`config.mk`:
```
export PLATFORM = sky130hd
export DESIGN_NAME = mvgb_ctrl
export DESIGN_NICKNAME = d
export VERILOG_FILES = /design/src/mvgb_pkg.sv /design/src/mvgb_ctrl.sv
export SDC_FILE = /design/constraint.sdc
export NUM_CORES = 1
export LEC_CHECK = 0
export BUFFER_PORTS_ARGS = -buffer_cell sky130_fd_sc_hd__buf_2
export CORE_AREA = 2 2 39 41
export CTS_CLUSTER_DIAMETER = 30
export CTS_CLUSTER_SIZE = 14
export DETAILED_ROUTE_END_ITERATION = 7
export DIE_AREA = 0 0 41 43
export PLACE_DENSITY = 0.62
export RECOVER_POWER = 50
export REMOVE_ABC_BUFFERS = 1
export SYNTH_ARGS = -nofsm -noshare
export SYNTH_HDL_FRONTEND = slang
export SYNTH_SLANG_ARGS = --single-unit
```
`constraint.sdc`:
```
create_clock -name i_clk -period 5.1 [get_ports i_clk]
set_clock_uncertainty 0.05 [all_clocks]
set_input_delay 1.02 -clock i_clk [delete_from_list [all_inputs] [get_ports i_clk]]
set_output_delay 1.02 -clock i_clk [all_outputs]
set_load 0.03 [all_outputs]
```
`src/mvgb_pkg.sv`:
```
`default_nettype none
// ----------------------------------------------------------------------------
// mvgb_pkg: shared types and constants of the motion vector grid binner
// Field widths, configuration register indexes, controller states and the
// command/status bundles passed between controller and datapath.
// ----------------------------------------------------------------------------
package mvgb_pkg;

    // Fixed field widths
    localparam int COORD_W    = 13;   // dst_x, dst_y, read_index, cell_index
    localparam int BLK_W      = 5;    // blk_w, blk_h
    localparam int MOTION_W   = 16;   // motion vector and cell sums
    localparam int OUT_W      = 8;    // clamped cell motion
    localparam int GRID_W     = 10;   // grid_cols, grid_rows
    localparam int WEIGHT_W   = 4;    // (31*31)/64 fits in four bits
    localparam int IDX_FULL_W = COORD_W + GRID_W + 1;  // row*cols + col

    // Configuration register indexes
    localparam int CFG_IDX_W = 1;
    localparam logic [CFG_IDX_W-1:0] CFG_GRID_COLS = 1'b0;
    localparam logic [CFG_IDX_W-1:0] CFG_GRID_ROWS = 1'b1;

    localparam logic [GRID_W-1:0] GRID_COLS_RST = 10'd120;
    localparam logic [GRID_W-1:0] GRID_ROWS_RST = 10'd67;

    // Operation codes
    localparam logic OP_ADD  = 1'b0;
    localparam logic OP_READ = 1'b1;

    // Controller states, one-hot
    typedef enum logic [8:0] {
        S_CLEAR  = 9'b000000001,
        S_IDLE   = 9'b000000010,
        S_DIV    = 9'b000000100,
        S_FIX    = 9'b000001000,
        S_IDX    = 9'b000010000,
        S_ISSUE  = 9'b000100000,
        S_WR     = 9'b001000000,
        S_RISSUE = 9'b010000000,
        S_ROUT   = 9'b100000000
    } t_state;

    // Controller to datapath
    typedef struct packed {
        logic cap;       // capture the input transfer
        logic div_step;  // quotient estimate, weight and weighted motion
        logic fix_step;  // quotient correction, sign of the motion
        logic idx_step;  // cell number and add checks
        logic rd_add;    // read the cell for read-modify-write
        logic wr_add;    // write the updated sums
        logic rd_cell;   // read the cell for a read item
        logic out_load;  // load the result register and clear the cell
        logic clr_wr;    // clearing pass write
    } t_cmd;

    // Datapath to controller
    typedef struct packed {
        logic in_op;     // operation of the offered item
        logic add_ok;    // add item touches a cell
        logic ridx_ok;   // read index lies inside the store
        logic clr_last;  // last entry of the clearing pass
        logic out_free;  // result register can take a new result
    } t_sts;

endpackage
`default_nettype wire

```
`src/mvgb_ctrl.sv`:
```
`default_nettype none
// ----------------------------------------------------------------------------
// mvgb_ctrl: sequencer of the motion vector grid binner
// Runs the clearing pass after reset, then steps one item at a time through
// the add or read sequence by commands to the datapath.
// ----------------------------------------------------------------------------
module mvgb_ctrl (
    input  wire logic          i_clk,
    input  wire logic          i_rst_n,
    input  wire logic          i_in_valid,
    output logic               o_in_ready,
    input  wire mvgb_pkg::t_sts i_sts,
    output mvgb_pkg::t_cmd     o_cmd
);

    mvgb_pkg::t_state r_state;
    mvgb_pkg::t_state n_state;

    // State register
    always_ff @(posedge i_clk) begin
        if (!i_rst_n) begin
            r_state <= mvgb_pkg::S_CLEAR;
        end else begin
            r_state <= n_state;
        end
    end

    // Next state and commands
    always_comb begin
        n_state    = r_state;
        o_cmd      = '0;
        o_in_ready = 1'b0;
        case (r_state)
            mvgb_pkg::S_CLEAR: begin
                o_cmd.clr_wr = 1'b1;
                if (i_sts.clr_last) begin
                    n_state = mvgb_pkg::S_IDLE;
                end
            end
            mvgb_pkg::S_IDLE: begin
                o_in_ready = 1'b1;
                if (i_in_valid) begin
                    o_cmd.cap = 1'b1;
                    if (i_sts.in_op == mvgb_pkg::OP_READ) begin
                        n_state = mvgb_pkg::S_RISSUE;
                    end else begin
                        n_state = mvgb_pkg::S_DIV;
                    end
                end
            end
            mvgb_pkg::S_DIV: begin
                o_cmd.div_step = 1'b1;
                n_state        = mvgb_pkg::S_FIX;
            end
            mvgb_pkg::S_FIX: begin
                o_cmd.fix_step = 1'b1;
                n_state        = mvgb_pkg::S_IDX;
            end
            mvgb_pkg::S_IDX: begin
                o_cmd.idx_step = 1'b1;
                n_state        = mvgb_pkg::S_ISSUE;
            end
            mvgb_pkg::S_ISSUE: begin
                if (i_sts.add_ok) begin
                    o_cmd.rd_add = 1'b1;
                    n_state      = mvgb_pkg::S_WR;
                end else begin
                    n_state = mvgb_pkg::S_IDLE;
                end
            end
            mvgb_pkg::S_WR: begin
                o_cmd.wr_add = 1'b1;
                n_state      = mvgb_pkg::S_IDLE;
            end
            mvgb_pkg::S_RISSUE: begin
                o_cmd.rd_cell = i_sts.ridx_ok;
                n_state       = mvgb_pkg::S_ROUT;
            end
            mvgb_pkg::S_ROUT: begin
                // hold the read data until the result register frees up
                if (i_sts.out_free) begin
                    o_cmd.out_load = 1'b1;
                    n_state        = mvgb_pkg::S_IDLE;
                end
            end
            default: begin
                n_state = mvgb_pkg::S_IDLE;
            end
        endcase
    end

endmodule
`default_nettype wire

```
==> results of run 1 <==
## through the flow
| step | instance area, um^2 | setup slack, ps | util [%] | hold slack (ps) |
|---|---|---|---|---|
| floorplan | 515.5 | 2028 | - | 453.7 |
| global placement | 620.6 | 2393 | 44.85 | 501.5 |
| detailed placement | 620.6 | 2400 | 44.85 | 504.5 |
| CTS | 648.1 | 2093 | 46.84 | 512.2 |
| global route | 634.4 | 1869 | 45.84 | 543.9 |
| finish | 634.4 | 2042 | 45.84 | 502.0 |
## area by class of cell
cell class              count  area (um^2)  area share [%]
well taps                  16        20.02           3.156
repair buffers             17        85.08           13.41
inverters                   3        11.26           1.775
multi-input cells          48        310.3           48.92
clock buffers               3        22.52           3.550
flip-flops and latches      9        180.2           28.40
clock inverters             1        5.005          0.7890
## synth_stat cells, drive strengths merged
master	number	area share [%]
nor4b	1	1.7
nor3	5	5.8
nor3b	2	2.9
xor2	1	1.7
dfxtp	9	35
o22ai	1	1.2
o211a	1	1.9
inv	3	2.2
or4	3	5.8
o21a	1	1.5
and3	2	2.4
a21boi	1	1.5
or3b	1	1.7
o21ai	5	4.9
and4b	1	1.9
or2	1	1.2
nor4	4	4.9
o32a	1	1.9
nand3b	2	2.9
or3	1	2.2
and2	1	1.2
and3b	1	1.7
xnor2	1	1.7
nand3	4	3.9
a21oi	1	0.97
nand2b	2	2.4
nor2	4	2.9
## worst paths after layout
kind / slack [ps] / to / from / depth (start not counted)
max: 2040 / o_cmd[8] / r_state[5] / 4
min: 500 / r_state[3] / r_state[2] / 2
max reg2reg: 3330 / r_state[7] / r_state[5] / 4
min reg2reg: 500 / r_state[3] / r_state[2] / 2
## power groups by stage
| stage | Clock, mW | Combinational [mW] | Sequential, mW |
|---|---|---|---|
| 3_3_place_gp | 0 | 0.0282 | 0.0763 |
| 2_1_floorplan | 0 | 0.0200 | 0.0758 |
| 6_report | 0.0559 | 0.0270 | 0.0749 |
| 5_1_grt | 0.0611 | 0.0299 | 0.0752 |
| 3_5_place_dp | 0 | 0.0281 | 0.0765 |
| 4_1_cts | 0.0587 | 0.0283 | 0.0749 |
## metal layers
layer	part of all wire [%]	vias up	wire length (um)	GRT usage, %
met2	45	13	519	21.88
met4	1.6	0	19	6.667
met1	46	238	533	21.04
met5	0	-	0	0
met3	7.8	5	91	9.948
li1	-	273	-	-
## cell families after synthesis
family | after synthesis | share of synthesized area, %
buf+inv | 3 | 2.184
xor+xnor | 2 | 3.399
simple gates | 35 | 45.63
flops | 9 | 34.95
compound gates | 11 | 13.84
## critical path, stage by stage (launching register included)
cell	delay, ps
dfxtp_1	370
or4_1	630
nor3_1	330
and2_0	190
buf_2	200
==> out/metrics.cfg, run 1 <==
[cells_and_area]
layout_common_cells = buf_2 (17), dfxtp_1 (9), nor3_1 (5)
nets = 90
fillCellCount = 145
top_regs = r_state (9)
largest_register = r_state
num_antenna_cells = 0
finalNonFillerCells = 97
drive_gt1_share_pct = 29.63
layout_commonest_cell = buf_2
syn_to_final_growth_pct = 23.06
largest_reg_flops = 9

[timing]
tightestPinTransition_ps = 419.0
hold_violations = 0
rsz0062_at_grt = no
tns_ps = 0
final_max_slew_viol_count = 0
setup_viol = 0
fin_crit_sh_pct = 59.96
min_period_ps = 3058
fmax_mhz = 327.0
relSlewSlack_pct = 71.77

[placed_design]
gp_congestion = 0.8499
io_buffer_count = 17
hpwl_um = 898.6
dp_cells = 93

[power_and_ir_drop]
finalPower_mw = 0.1577
intPower_mw = 0.1122
swShare_pct = 28.85
pwr-share-comb_pct = 17.1
p_sw_mw = 0.04550
power_frac_clock_pct = 35.4
leakagePower_nw = 0.3012
pwr-share-seq_pct = 47.5
power_density_mw_per_mm2 = 248.6
ir_drop_mv = 0.1852

[floorplan]
die_w_um = 41
die-height_um = 43
std_cell_rows = 14
start_util_pct = 37.25
pin_count = 18
dieArea_mm2 = 0.001763
fp.coreArea_mm2 = 0.001384

[detailed_routing]
post_drt_wl_per_cell_um = 11.98
ant_nets = 0
wl_um = 1162
drtIter0Drc = 6
dr.pass1.iters = 3
drc = 0
vias_per_cell = 5.454
via_count = 529

[global_route]
grt_pass1_vias = 461
grt_first_pass_wirelength_um = 1918
grt_usage_pct = 16.50
grt_overflow = 0
grt_max_degree = 9
antenna_found_initial = 0

[synthesis]
synth_seq_cells = 9
synthCells = 60
synth_area_um2 = 515.5
avgSynthCellArea_um2 = 8.592
ys_seq_area_share_pct = 34.95
yosysUniqueCellTypes = 30
yosys_warnings = 0

[job]
drv_cap = 0

[critical_path]
end_kind = primary output
arrival_ps = 1990
startpoint_type = register
worst-setup-path-type = reg -> out
required_ps = 4030
cp_max_fo = 8

[clock_tree]
h-tree-depth = 1
hold_buffers = 0
cts_tree = yes
cts.clk_slew.worst_paths_ps = 60
clk_path_buf_depth = 2
cts_setup_buffers = 0
worst_skew_pair.late_latency_ps = 270
cts_buffers = 3
cts_root_buf = clkbuf_4
cts_resized = 0
cts_num_sinks = 9

[min_path]
hp-class = reg -> reg

[outcome]
outcome = completed

Power figures use the tool's default switching activity.
==> run 2, diff against run 1 <==
- PLACE_DENSITY: 0.62 -> 0.65
- clock period: 5.1 -> 2.5 ns (I/O delays scaled with it)
==> run 2 against run 1 <==
  * Cell area up 7.9%
  * Clock-buffer cell count did not move
  * Critical endpoint is now o_cmd[0]
  * Core utilization grew 3.6 points
  * Global-route usage grew 0.20 points
  * Worst hold slack got worse by 160 ps
  * First-iteration DRC count up 17%
  * Highest routed layer unchanged
==> out/metrics.cfg, run 2 (synthesis gave the netlist of run 1 again) <==
[clock_tree]
h-tree-depth = 1  ; unchanged
cts_tree = yes
clk_path_buf_depth = 2  ; unchanged
cts_setup_buffers = 0  ; unchanged
worst_skew_pair.late_latency_ps = 270  ; about the same
cts.clk_slew.worst_paths_ps = 60  ; about the same
cts_root_buf = clkbuf_4
cts_num_sinks = 9  ; unchanged
cts_buffers = 3  ; unchanged

[global_route]
grt_pass1_vias = 497  ; +7.8%
grt_max_degree = 9  ; unchanged
grt_first_pass_wirelength_um = 1959  ; +2.1%
grt_usage_pct = 16.70  ; +0.20 points
grt_overflow = 0  ; unchanged
antenna_found_initial = 0  ; unchanged

[detailed_routing]
post_drt_wl_per_cell_um = 12.22  ; +2.0%
dr.pass1.iters = 4  ; +1
drc = 0  ; unchanged
ant_nets = 0  ; unchanged
vias_per_cell = 5.490  ; +0.66%
via_count = 538  ; +1.7%
drtIter0Drc = 7  ; +1
wl_um = 1198  ; +3.1%

[cells_and_area]
layout_common_cells = buf_2 (16), dfxtp_1 (8)
largest_register = r_state
fin_util_pct = 49.46  ; +3.6 points
syn_to_final_growth_pct = 32.77
nets = 91  ; +1.1%
drive_gt1_share_pct = 39.02  ; +9.4 points
largest_reg_flops = 9  ; unchanged
top_regs = r_state (9)
layout_commonest_cell = buf_2
num_antenna_cells = 0  ; unchanged
finalNonFillerCells = 98  ; +1.0%

[power_and_ir_drop]
power_density_mw_per_mm2 = 486.9  ; +96%
ir_drop_mv = 0.3666  ; +98%
leakagePower_nw = 0.3123  ; +3.7%

[timing]
min_period_ps = 2456
final_max_slew_viol_count = 0  ; unchanged
hold_violations = 0  ; unchanged
fmax_mhz = 407.2
relSlewSlack_pct = 74.02  ; +2.2 points
rsz0062_at_grt = yes
setup_slack_ps = 44.36  ; -1998 ps
fin_crit_sh_pct = 98.23
tightestPinTransition_ps = 385.6  ; -33.37 ps
setup_viol = 0  ; unchanged

[critical_path]
r2r-start = r_state[1]
cpPeakStageDelay_ps = 580  ; -50 ps
worst-setup-path-type = reg -> out
cp_slowest_cell = or4_4
path_cells = or4_4, or4_4, inv_1, clkbuf_4
crit_top_cell = or4_4
startpoint = r_state[5]
cp_max_fo = 8  ; unchanged
reg2reg_to = r_state[1]
required_ps = 1950  ; -2080 ps
reg2regPathDepth = 4  ; unchanged
startpoint_type = register
arrival_ps = 1910  ; -80 ps
endpoint = o_cmd[0]
r2r_slack_ps = 790  ; -2540 ps
end_kind = primary output

[placed_design]
dp_slack_ps = 320.8  ; -2079 ps
io_buffer_count = 17  ; unchanged
hpwl_um = 925.4  ; +3.0%
dp_cells = 94  ; +1.1%
gp_congestion = 0.8144  ; -4.2%

[outcome]
outcome = completed

[min_path]
hp-class = in -> reg

[floorplan]
start_util_pct = 37.25  ; unchanged
dieArea_mm2 = 0.001763  ; unchanged
die_w_um = 41  ; unchanged
std_cell_rows = 14  ; unchanged
die-height_um = 43  ; unchanged
pin_count = 18  ; unchanged
fp.coreArea_mm2 = 0.001384  ; unchanged

[job]
drv_cap = 0  ; unchanged

==> run 2: cell types whose count changed in the layout (fill, tap and decap cells not counted), sizes merged <==
cell and change:
clkbuf +1
==> run 2: per-layer routing <==
metal / routed length, um / up-vias / track usage (%)
met4: 31 / 0 / 8.000
met1: 540 / 239 / 20.71
li1: - / 279 / -
met2: 552 / 15 / 22.50
met3: 72 / 5 / 9.424
met5: 0 / - / 0
==> run 2: through the flow <==
step                      instance area (um^2)  hold WS [ps]  total power, mW  TNS (ps)
after floorplan                          515.5         453.7           0.1954    -52.17
after detailed placement                 628.1         508.0           0.2159         0
after global placement                   628.1         493.6           0.2153         0
after global routing                     684.4         345.6           0.3533    -12.11
final                                    684.4         339.3           0.3333         0
after CTS                                655.6         332.9           0.3328         0
==> run 2: area by class of cell <==
class | count | area (um^2)
Multi-Input combinational cell | 48 | 349.1
Sequential cell | 9 | 181.4
Timing Repair Buffer | 18 | 95.09
Clock buffer | 3 | 22.52
Inverter | 3 | 11.26
Fill cell | 139 | 699.4
Clock inverter | 1 | 5.005
Tap cell | 16 | 20.02
==> run 2: worst max-delay path, delay by kind of cell, from the launching register on <==
family | cells | cell delay, ps
simple gates | 2 | 1020
flops | 1 | 370
buf+inv | 2 | 250
==> run 2: worst min path at each step <==
stage	start	endpoint	slack [ps]	cells after the start
2_1_floorplan	r_state[1]	r_state[3]	450	1
3_3_place_gp	r_state[2]	r_state[3]	490	2
3_5_place_dp	r_state[1]	r_state[3]	510	1
4_1_cts	i_sts[4]	r_state[2]	330	2
5_1_grt	i_sts[4]	r_state[2]	350	2
6_report	i_sts[4]	r_state[2]	340	2
==> run 2: power breakdown <==
group          internal (mW)  total (mW)  leakage, nW  switching (mW)
clock network         0.0592       0.114       0.0177          0.0550
registers              0.147       0.153       0.0738         0.00593
logic                 0.0302      0.0660        0.221          0.0358
==> run 2: what timing repair did <==
action,in CTS,in global routing
setup endpoints to repair,0,4
hold buffers,0,0
gates resized for setup,0,6
hold endpoints to repair,0,0
